$ cat config.mk
export PLATFORM = sky130hd
export DESIGN_NAME = srtf_preemptive_scheduler
export DESIGN_NICKNAME = d
export VERILOG_FILES = /design/src/design/srtf_pkg.sv /design/src/design/srtf_preemptive_scheduler.sv
export SDC_FILE = /design/constraint.sdc
export NUM_CORES = 1
export LEC_CHECK = 0
export ABC_AREA = 1
export ABC_CLOCK_PERIOD_IN_PS = 6400
export BUFFER_PORTS_ARGS = -buffer_cell sky130_fd_sc_hd__buf_2
export CORE_ASPECT_RATIO = 1.2
export CORE_MARGIN = 4
export CORE_UTILIZATION = 56
export CTS_CLUSTER_DIAMETER = 200
export DETAILED_ROUTE_END_ITERATION = 8
export GPL_TIMING_DRIVEN = 0
export HOLD_SLACK_MARGIN = 0.02
export PLACE_DENSITY = 0.87
export SYNTH_ARGS = -nofsm -noshare
export SYNTH_HDL_FRONTEND = slang
export SYNTH_SLANG_ARGS = --single-unit
$ cat constraint.sdc
create_clock -name clk_i -period 6.4 [get_ports clk_i]
set_clock_uncertainty 0.1 [all_clocks]
set_input_delay 0 -clock clk_i [delete_from_list [all_inputs] [get_ports clk_i]]
set_output_delay 0 -clock clk_i [all_outputs]
set_load 0.01 [all_outputs]
$ cat src/design/srtf_pkg.sv
// shared constants and word layouts of the srtf scheduler
// used by the scheduler top level and its port checker, no dependencies
package srtf_pkg;

  localparam int NUM_SLOTS = 8;
  localparam int TIME_BITS = 16;
  localparam int IDX_W     = $clog2(NUM_SLOTS);
  localparam int SLOT_W    = 3;

  // command codes carried on tuser
  localparam logic CMD_LOAD = 1'b0;
  localparam logic CMD_TICK = 1'b1;

  localparam int IN_TDATA_W  = 40;
  localparam int OUT_TDATA_W = 104;

  // input word, lowest field last in the list
  typedef struct packed {
    logic [4:0]  pad;
    logic [15:0] arrive_at;
    logic [15:0] burst_len;
    logic [2:0]  slot;
  } in_word_t;

  // result word, lowest field last in the list
  typedef struct packed {
    logic [1:0]  pad;
    logic        all_idle;
    logic [31:0] turnaround;
    logic [31:0] wait_ticks;
    logic        done_res;
    logic [2:0]  run_slot;
    logic        ran;
    logic [31:0] now;
  } out_word_t;

  // one job slot as held in the slot memory
  typedef struct packed {
    logic [TIME_BITS-1:0] arr;
    logic [TIME_BITS-1:0] burst;
    logic [TIME_BITS-1:0] rem;
  } slot_entry_t;

endpackage

$ cat src/design/srtf_preemptive_scheduler.sv
// shortest-remaining-time-first scheduler top level, all job slots in one synchronous memory
// depends on srtf_pkg
// a word is taken only in the idle state; a load word gives no result, while a tick word
//   runs the scan, select, wait and done states and then registers its result word
// ticks do not overlap: the scan reads one slot per cycle and the next word waits for idle
// reset: rst_ni async active low clears clock, running-job state, control and loaded flags
module srtf_preemptive_scheduler (
  input  logic                               clk_i,
  input  logic                               rst_ni,
  input  logic                               s_axis_tvalid,
  output logic                               s_axis_tready,
  // slot[2:0], burst_len[18:3], arrive_at[34:19], zero fill
  input  logic [srtf_pkg::IN_TDATA_W-1:0]    s_axis_tdata,
  // cmd: 0 load a slot, 1 advance one tick
  input  logic                               s_axis_tuser,
  output logic                               m_axis_tvalid,
  input  logic                               m_axis_tready,
  // now[31:0], ran[32], run_slot[35:33], done_res[36], wait_ticks[68:37],
  // turnaround[100:69], all_idle[101], zero fill
  output logic [srtf_pkg::OUT_TDATA_W-1:0]   m_axis_tdata
);

  localparam int IW = srtf_pkg::IDX_W;
  localparam int TW = srtf_pkg::TIME_BITS;
  localparam int NS = srtf_pkg::NUM_SLOTS;

  // sequencer states
  localparam logic [2:0] ST_IDLE = 3'd0;
  localparam logic [2:0] ST_SCAN = 3'd1;
  localparam logic [2:0] ST_SEL  = 3'd2;
  localparam logic [2:0] ST_WAIT = 3'd3;
  localparam logic [2:0] ST_DONE = 3'd4;

  logic [2:0] state_q, state_d;

  srtf_pkg::in_word_t  in_word;
  srtf_pkg::out_word_t out_q, out_d;
  logic                out_vld_q, out_vld_d;

  assign in_word = srtf_pkg::in_word_t'(s_axis_tdata);

  // slot memory: one write port, one registered read port
  srtf_pkg::slot_entry_t mem_q [NS];
  srtf_pkg::slot_entry_t rdata_q;
  logic                  mem_we;
  logic [IW-1:0]         mem_waddr;
  srtf_pkg::slot_entry_t mem_wdata;
  logic [IW-1:0]         mem_raddr;

  // loaded flags stand in for the all-zero reset of remaining time
  logic [NS-1:0] loaded_q, loaded_d;

  // scheduler state
  logic [31:0]   clock_q, clock_d;
  logic [IW-1:0] cur_job_q, cur_job_d;
  logic [TW-1:0] cur_rem_q, cur_rem_d;
  logic          has_cur_q, has_cur_d;

  // scan bookkeeping
  logic [IW:0]   iss_q, iss_d;
  logic          rd_vld_q, rd_vld_d;
  logic [IW-1:0] rd_idx_q, rd_idx_d;
  logic [TW-1:0] lim_q, lim_d;
  logic          lim_vld_q, lim_vld_d;
  logic          pick_vld_q, pick_vld_d;
  logic [IW-1:0] pick_idx_q, pick_idx_d;
  logic [IW:0]   nz_cnt_q, nz_cnt_d;
  srtf_pkg::slot_entry_t pick_ent_q, pick_ent_d;
  srtf_pkg::slot_entry_t cur_ent_q, cur_ent_d;

  // selection and finish stages
  logic          ran_q, ran_d;
  logic          done_q, done_d;
  logic          idle_q, idle_d;
  logic [IW-1:0] sel_idx_q, sel_idx_d;
  logic [TW-1:0] sel_burst_q, sel_burst_d;
  logic [TW:0]   sel_sum_q, sel_sum_d;
  logic [31:0]   wait_q, wait_d;

  // combinational helpers
  srtf_pkg::slot_entry_t rd_ent;
  logic                  rd_live;
  logic                  scan_elig;
  srtf_pkg::slot_entry_t sel_ent;
  logic                  sel_ran;
  logic [IW-1:0]         sel_idx;
  logic [TW-1:0]         new_rem;
  logic [32:0]           fin;
  logic [32:0]           sub;
  logic [32:0]           tat_sum;
  logic                  in_acc;
  logic                  slot_ok;

  assign s_axis_tready = (state_q == ST_IDLE);
  assign in_acc        = s_axis_tvalid && s_axis_tready;
  assign m_axis_tvalid = out_vld_q;
  assign m_axis_tdata  = srtf_pkg::OUT_TDATA_W'(out_q);

  // loads beyond the slot count are dropped
  assign slot_ok = (32'(in_word.slot) < 32'(NS));

  // an entry never loaded reads as zero remaining time
  always_comb begin
    rd_ent  = rdata_q;
    rd_live = loaded_q[rd_idx_q];
    if (!rd_live) begin
      rd_ent.rem = '0;
    end
  end

  // arrived, has work, and strictly below the current limit
  assign scan_elig = rd_vld_q && (32'(rd_ent.arr) <= clock_q) && (rd_ent.rem != '0) &&
                     (!lim_vld_q || (rd_ent.rem < lim_q));

  // final choice: best scanned slot, else keep the running job
  always_comb begin
    sel_ent = pick_ent_q;
    sel_idx = pick_idx_q;
    sel_ran = 1'b0;
    if (pick_vld_q) begin
      sel_ran = 1'b1;
    end else if (has_cur_q) begin
      sel_ent = cur_ent_q;
      sel_idx = cur_job_q;
      sel_ran = 1'b1;
    end
  end

  assign new_rem = sel_ent.rem - TW'(1);

  // finish tick is now + 1, compared against burst + arrival
  assign fin     = {1'b0, clock_q} + 33'd1;
  assign sub     = 33'(sel_sum_q);
  assign tat_sum = 33'(sel_burst_q) + 33'(wait_q);

  always_comb begin
    state_d     = state_q;
    out_d       = out_q;
    out_vld_d   = out_vld_q;
    loaded_d    = loaded_q;
    clock_d     = clock_q;
    cur_job_d   = cur_job_q;
    cur_rem_d   = cur_rem_q;
    has_cur_d   = has_cur_q;
    iss_d       = iss_q;
    rd_vld_d    = 1'b0;
    rd_idx_d    = rd_idx_q;
    lim_d       = lim_q;
    lim_vld_d   = lim_vld_q;
    pick_vld_d  = pick_vld_q;
    pick_idx_d  = pick_idx_q;
    pick_ent_d  = pick_ent_q;
    cur_ent_d   = cur_ent_q;
    nz_cnt_d    = nz_cnt_q;
    ran_d       = ran_q;
    done_d      = done_q;
    idle_d      = idle_q;
    sel_idx_d   = sel_idx_q;
    sel_burst_d = sel_burst_q;
    sel_sum_d   = sel_sum_q;
    wait_d      = wait_q;
    mem_we      = 1'b0;
    mem_waddr   = IW'(in_word.slot);
    mem_wdata   = '{arr:   TW'(in_word.arrive_at),
                    burst: TW'(in_word.burst_len),
                    rem:   TW'(in_word.burst_len)};
    mem_raddr   = iss_q[IW-1:0];

    // result leaves the output register
    if (out_vld_q && m_axis_tready) begin
      out_vld_d = 1'b0;
    end

    case (state_q)
      ST_IDLE: begin
        if (in_acc) begin
          if (s_axis_tuser == srtf_pkg::CMD_LOAD) begin
            if (slot_ok) begin
              mem_we              = 1'b1;
              loaded_d[mem_waddr] = 1'b1;
              // reloading the running slot drops it back into competition
              if (has_cur_q && (cur_job_q == mem_waddr)) begin
                has_cur_d = 1'b0;
              end
            end
          end else begin
            state_d    = ST_SCAN;
            iss_d      = '0;
            lim_d      = cur_rem_q;
            lim_vld_d  = has_cur_q;
            pick_vld_d = 1'b0;
            nz_cnt_d   = '0;
          end
        end
      end
      ST_SCAN: begin
        // issue one read a cycle
        if (iss_q < (IW+1)'(NS)) begin
          rd_vld_d = 1'b1;
          rd_idx_d = iss_q[IW-1:0];
          iss_d    = iss_q + (IW+1)'(1);
        end
        // compare the entry read last cycle
        if (rd_vld_q) begin
          if (rd_ent.rem != '0) begin
            nz_cnt_d = nz_cnt_q + (IW+1)'(1);
          end
          if (rd_idx_q == cur_job_q) begin
            cur_ent_d = rd_ent;
          end
          if (scan_elig) begin
            lim_d      = rd_ent.rem;
            lim_vld_d  = 1'b1;
            pick_vld_d = 1'b1;
            pick_idx_d = rd_idx_q;
            pick_ent_d = rd_ent;
          end
        end else if (iss_q == (IW+1)'(NS)) begin
          state_d = ST_SEL;
        end
      end
      ST_SEL: begin
        ran_d       = sel_ran;
        sel_idx_d   = sel_idx;
        done_d      = sel_ran && (new_rem == '0);
        sel_burst_d = sel_ent.burst;
        sel_sum_d   = (TW+1)'(sel_ent.burst) + (TW+1)'(sel_ent.arr);
        if (sel_ran) begin
          // write back one unit of work done
          mem_we    = 1'b1;
          mem_waddr = sel_idx;
          mem_wdata = '{arr: sel_ent.arr, burst: sel_ent.burst, rem: new_rem};
          if (new_rem == '0) begin
            has_cur_d = 1'b0;
            cur_rem_d = '0;
            idle_d    = (nz_cnt_q == (IW+1)'(1));
          end else begin
            has_cur_d = 1'b1;
            cur_job_d = sel_idx;
            cur_rem_d = new_rem;
            idle_d    = 1'b0;
          end
        end else begin
          has_cur_d = 1'b0;
          idle_d    = (nz_cnt_q == '0);
        end
        state_d = ST_WAIT;
      end
      ST_WAIT: begin
        if (done_q && (fin > sub)) begin
          wait_d = 32'(fin - sub);
        end else begin
          wait_d = '0;
        end
        state_d = ST_DONE;
      end
      ST_DONE: begin
        if (!out_vld_q || m_axis_tready) begin
          out_d.pad        = '0;
          out_d.now        = clock_q;
          out_d.ran        = ran_q;
          out_d.run_slot   = ran_q ? srtf_pkg::SLOT_W'(sel_idx_q) : '0;
          out_d.done_res   = done_q;
          out_d.wait_ticks = wait_q;
          out_d.all_idle   = idle_q;
          if (!done_q) begin
            out_d.turnaround = '0;
          end else if (tat_sum[32]) begin
            out_d.turnaround = '1;
          end else begin
            out_d.turnaround = tat_sum[31:0];
          end
          out_vld_d = 1'b1;
          clock_d   = clock_q + 32'd1;
          state_d   = ST_IDLE;
        end
      end
      default: begin
        state_d = ST_IDLE;
      end
    endcase
  end

  // control state
  always_ff @(posedge clk_i or negedge rst_ni) begin
    if (!rst_ni) begin
      state_q   <= ST_IDLE;
      out_vld_q <= 1'b0;
      loaded_q  <= '0;
      clock_q   <= '0;
      cur_job_q <= '0;
      cur_rem_q <= '0;
      has_cur_q <= 1'b0;
      iss_q     <= '0;
      rd_vld_q  <= 1'b0;
      lim_vld_q <= 1'b0;
      pick_vld_q <= 1'b0;
      nz_cnt_q  <= '0;
      ran_q     <= 1'b0;
      done_q    <= 1'b0;
      idle_q    <= 1'b0;
    end else begin
      state_q   <= state_d;
      out_vld_q <= out_vld_d;
      loaded_q  <= loaded_d;
      clock_q   <= clock_d;
      cur_job_q <= cur_job_d;
      cur_rem_q <= cur_rem_d;
      has_cur_q <= has_cur_d;
      iss_q     <= iss_d;
      rd_vld_q  <= rd_vld_d;
      lim_vld_q <= lim_vld_d;
      pick_vld_q <= pick_vld_d;
      nz_cnt_q  <= nz_cnt_d;
      ran_q     <= ran_d;
      done_q    <= done_d;
      idle_q    <= idle_d;
    end
  end

  // payload registers
  always_ff @(posedge clk_i) begin
    out_q       <= out_d;
    rd_idx_q    <= rd_idx_d;
    lim_q       <= lim_d;
    pick_idx_q  <= pick_idx_d;
    pick_ent_q  <= pick_ent_d;
    cur_ent_q   <= cur_ent_d;
    sel_idx_q   <= sel_idx_d;
    sel_burst_q <= sel_burst_d;
    sel_sum_q   <= sel_sum_d;
    wait_q      <= wait_d;
  end

  // slot memory
  always_ff @(posedge clk_i) begin
    if (mem_we) begin
      mem_q[mem_waddr] <= mem_wdata;
    end
    rdata_q <= mem_q[mem_raddr];
  end

endmodule

Yosys cells after proc, flatten, opt, wreduce, memory -nomap -nowiden
Memory sizes are Yosys's and may differ from the RTL's. A register that Yosys moved wholly into a read port is not among the register bits.
Index checks and enable logic that the tools add are counted.
Cells by class
  add/sub/neg operators: 8
  bitwise operators: 3
  muxes and demuxes: 62
  $lt $le $gt $ge: 7
  equality and inequality tests: 19
  reduce and logical (&&, ||, !) cells: 31
Operators by type and width (number)
  $mux W48: 4
  $mux W16: 6
  $add A16 B32 Y33: 1
  $add A32 B1 Y33 const B: 1
  $gt A33 B17 Y1: 1
  $add A32 B1 Y32 const B: 1
  $le A16 B32 Y1: 1
  $mux W32: 1
  $pmux W16 S2: 1
  $sub A32 B17 Y32: 1
  $mux W1: 27
  $mux W3: 9
  $mux W4: 5
  $add A16 B16 Y17: 1
  $logic_not A16 Y1: 1
  $lt A16 B16 Y1: 1
  $ne A2 B2 Y1 const B: 8
  $pmux W4 S2: 2
  $reduce_bool A16 Y1: 1
  $sub A16 B1 Y16 const B: 1
  $pmux W3 S5: 1
  $reduce_and A5 Y1: 3
  $reduce_and A3 Y1: 4
  $logic_and A1 B1 Y1: 9
  23 further kinds: 39
Word-level totals
  memories kept: 1
  output and inout bits: 106
  RAM bits: 384
  bits in registers: 366
  word-level logic and storage cells: 166
  input bits: 45
Memories
  mem_q: depth 8, bits a word 48, rd ports 1, clocked after memory_dff 1, wr ports 1, line srtf_preemptive_scheduler.sv:43  | srtf_pkg::slot_entry_t mem_q [NS];

Logic depth before layout (Yosys ltp)
  depth after elaboration: 9
  mapped depth: 24

Worst setup path before layout
Ideal clock, no wire load.
  kind: reg-to-reg
  start point: register state_q[2]
  end point: memory mem_q[6][0] in the netlist's numbering, enable pin
  setup slack: 0.199 ns
  path buffers: 1
  library setup time: 0.454 ns
  clock period less this slack: 6.201 ns
  data required time: 5.846 ns
  data arrival time: 5.647 ns
  stages on the path, launching flop included: 11
  cells stage by stage: dfrtp_1 nor2_1 inv_1 nor2_1 inv_1 nor2_1 clkinv_1 clkbuf_1 nand2_1 nand2_1 nor2_1
Between the ends
  cells in the longest elaborated chain, start to end: 6
  elaborated cells on any way between the ends: 8
RTL lines
  from (decl): line srtf_preemptive_scheduler.sv:34  | logic [2:0] state_q, state_d;
  from (signal assigned): line srtf_preemptive_scheduler.sv:303  | state_q <= state_d;
  $logic_not A3 Y1: line srtf_preemptive_scheduler.sv:94, srtf_preemptive_scheduler.sv:174
  $logic_and A1 B1 Y1: line srtf_preemptive_scheduler.sv:95  | assign in_acc = s_axis_tvalid && s_axis_tready;
  $mux W1: line srtf_preemptive_scheduler.sv:176  | if (in_acc) begin
  $pmux W1 S2: line srtf_preemptive_scheduler.sv:174  | case (state_q)
  $mux W1: line srtf_preemptive_scheduler.sv:337  | if (mem_we) begin
  $mux W1 (implied by the code): line srtf_preemptive_scheduler.sv:338  | mem_q[mem_waddr] <= mem_wdata;
  to (decl): line srtf_preemptive_scheduler.sv:43
Several ways; a longest one is shown, not always the timed one.

Final worst setup path
  start point: register pick_vld_q
  end point: register sel_sum_q[13], data pin
Between the ends
  cells in the longest elaborated chain, start to end: 2
RTL lines
  from (decl): line srtf_preemptive_scheduler.sv:65  | logic pick_vld_q, pick_vld_d;
  from (signal assigned): line srtf_preemptive_scheduler.sv:313  | pick_vld_q <= pick_vld_d;
  $mux W48: line srtf_preemptive_scheduler.sv:120  | if (pick_vld_q) begin
  $add A16 B16 Y17: line srtf_preemptive_scheduler.sv:227  | sel_sum_d = (TW+1)'(sel_ent.burst) + (TW+1)'(sel_ent.arr);
  to (signal assigned): line srtf_preemptive_scheduler.sv:331  | sel_sum_q <= sel_sum_d;
  to (decl): line srtf_preemptive_scheduler.sv:77  | logic [TW:0] sel_sum_q, sel_sum_d;
No other way between the ends.
A chain may end at the register's enable or synchronous reset.

==> metrics.yaml <==
yosys:
  synth_top_area_share_pct: 57.8
  synth_cell_type_count: 54
  yosys-top-cells-area: "edfxtp_1 58%, dfrtp_1 5.6%, nor2_1 5.1%"
  postSynth.asyncResetShare_pct: 9.77
  synthFlopType: "edfxtp_1"
  syn_inst: 3131
  netlist_area_um2: 34900
  ys_ff_latch: 798
  yosysWarnings: 0
  syn_avg_cell_area_um2: 11.2
  yosys.area.top_type: "edfxtp_1"
  seq_area_frac_synth_pct: 66.1
  synth_enable_flop_cells: 672
grt:
  busiest_layer: "met2"
  met1_usage_pct: 31.1
  grt_pass1_wl_mm: 140
  use_met2_pct: 46.8
  antenna_found_initial: 1
  grt_remaining_overflow: 0
  grt_util_met3_pct: 4.80
  track_usage_pct: 27.1
  grt_pass1_vias: 25200
  grt_max_degree: 75
floorplan:
  initial_utilization_pct: 56.4
  core_um2: 61900
  ios: 151
  die_x_um: 236
  rows: 100
  die_h_um: 282
  die-area_um2: 66500
setup_path:
  cp_max_fo: 10
  startpoint_type: "flop"
  crit_type: "reg2reg"
  endpoint_kind: "flop"
  worst_ep_arrival_time_ns: 5.54
  cp_data_required_time_ns: 6.66
detailed_routing:
  vias: 25300
  routed_wl_mm: 92.2
  drtIter0Drc: 3057
  post_drt_wl_per_cell_um: 21.6
  via_per_inst: 5.94
  drc: 0
  dr.pass1.iters: 8
  ant_nets: 0
final_layout:
  syn_to_final_growth_pct: 13.5
  finish.utilization_pct: 64.0
  nNetsFinal: 3531
  drive_above_1_share_pct: 11.4
  final_cells: 4267
power_and_ir_drop:
  p_leak_nw: 15.2
  total_power_mw: 18.0
  power_density_nw_per_um2: 453
  ir_worst_vdd_mv: 0.221
timing:
  finalCriticalPeriod_ns: 5.29
  slew_headroom_pct: 24.0
  grt_setup_unrepaired: "false"
  final_max_slew_viol_count: 0
  setup_viol: 0
  tightest_slew_ns: 1.13
  holdWs_ns: 0.0455
  setup_tns_ns: 0
  final.period_utilization_pct: 82.6
  hold_viol: 0
  fmax_mhz: 189
cts:
  cts_buffers: 70
  cts_tree: "done"
  clock_latency_ns: 0.64
  cts_max_level: 3
  post_cts_buffers: 0
  root_buffer: "clkbuf_16"
  clk_pin_slew_ns: 0.07
  clock_path_buffers: 3
  cts.sink_count: 798
placement:
  dp_cells: 4111
  place_congestion: 0.941
  dp_hpwl_mm: 65.3
  place.port_buffers: 143
status:
  status: "complete, no violations"
worst_hold_path:
  min_path_type: "in2reg"
flow_run:
  cap_violations: 0
registers in the layout, indices dropped and copies added (netlist names), 8 cells and up:
register,flops
mem_q,384
m_axis_tdata,102
cur_ent_q,48
pick_ent_q,48
clock_q,32
rd_ent,32
wait_q,32
sel_sum_q,17
cur_rem_q,16
lim_q,16
rdata_q,16
sel_burst_q,16
loaded_q,8
report_power, final:
group	switching (mW)	internal (mW)	total, mW
logic	4.46	1.95	6.41
registers	0.510	6.83	7.34
clock network	1.87	2.36	4.23
through the flow:
stage / cell area (um^2) / worst slack (ns)
6_report: 39700 / 1.11
3_5_place_dp: 37100 / 1.41
3_3_place_gp: 36700 / -2.83
4_1_cts: 39700 / 1.30
2_1_floorplan: 34900 / 0.199
5_1_grt: 39700 / 0.794
worst paths after layout:
| kind | from | endpoint | slack [ns] | depth (start not counted) |
|---|---|---|---|---|
| worst min register to register | rd_ent[26] | pick_ent_q[26] | 0.32 | 0 |
| worst max register to register | pick_vld_q | sel_sum_q[13] | 1.11 | 17 |
| worst min-delay path | s_axis_tdata[20] | mem_q[0][33] | 0.05 | 3 |
| worst max-delay path | pick_vld_q | sel_sum_q[13] | 1.11 | 17 |
| min in group asynchronous | rst_ni | cur_rem_q[8] | 0.39 | 4 |
| max in group asynchronous | rst_ni | loaded_q[0] | 4.70 | 4 |
cells by family after synthesis:
family | count (synthesis) | share of synthesized area, %
simple gates | 1116 | 13.4
flops | 798 | 66.1
compound gates | 585 | 9.12
buf+inv | 408 | 4.56
xor+xnor | 100 | 2.51
fa+ha+maj | 91 | 3.32
mux | 32 | 1.03
other cells | 1 | 0.0107
final cells by class:
cell class / count / area [um^2]
Sequential cell: 798 / 23100
Antenna cell: 1 / 2.50
Tap cell: 816 / 1020
Multi-Input combinational cell: 1926 / 10300
Inverter: 294 / 1100
Buffer: 114 / 492
Clock inverter: 34 / 304
Clock buffer: 93 / 1980
Timing Repair Buffer: 191 / 1320
Fill cell: 4250 / 22300
cell usage after synthesis, types with 33 or more instances:
master,number
o22ai_1,49
nand2_1,418
o21ai_0,346
dfxtp_1,48
xor2_1,73
a31oi_1,54
a21oi_1,90
clkbuf_1,96
nor3_1,33
nor2_1,479
nand3_1,77
inv_1,282
dfrtp_1,78
ha_1,88
edfxtp_1,672
layer usage:
layer | wire length (um) | share of wire (%)
met5 | 0 | 0
met4 | 6840 | 7.4
met3 | 8700 | 9.4
met2 | 45300 | 49
met1 | 31300 | 34
placed cells by master, fill, tap and decap left out, types with 11 or more instances in the layout:
master,Yosys,routed
edfxtp_1,672,672
nor2_1,479,470
nand2_1,418,418
o21ai_0,346,346
inv_1,282,282
buf_2,2,144
clkbuf_1,96,107
a21oi_1,90,89
ha_1,88,88
dfrtp_1,78,78
nand3_1,77,77
xor2_1,73,73
clkbuf_16,0,73
a31oi_1,54,54
o22ai_1,49,49
dfxtp_1,48,48
nor3_1,33,32
nor2_2,31,31
mux2_2,31,31
nand4_1,30,30
dlygate4sd3_1,0,28
xnor2_1,27,27
clkinv_2,0,16
nor2_4,4,13
buf_12,3,13
nor4_1,12,11
critical path, cell delays in order (launching register included):
cell,delay (ns)
dfrtp_1,0.41
inv_1,0.17
nand2_1,0.14
buf_2,0.23
buf_1,0.35
clkbuf_1,0.39
o21ai_0,0.97
inv_1,0.12
ha_1,0.33
nand3_1,0.10
nand2_1,0.10
a21oi_1,0.12
o21ai_0,0.13
a21boi_0,0.39
o21ai_0,0.20
a21boi_0,0.42
o21ai_0,0.17
xor2_1,0.16
repair_timing:
action | CTS | global route
hold endpoints to repair | 211 | 0
gates resized for setup | 0 | 0
hold buffers | 28 | 0
(Power assumes the default switching activity.)
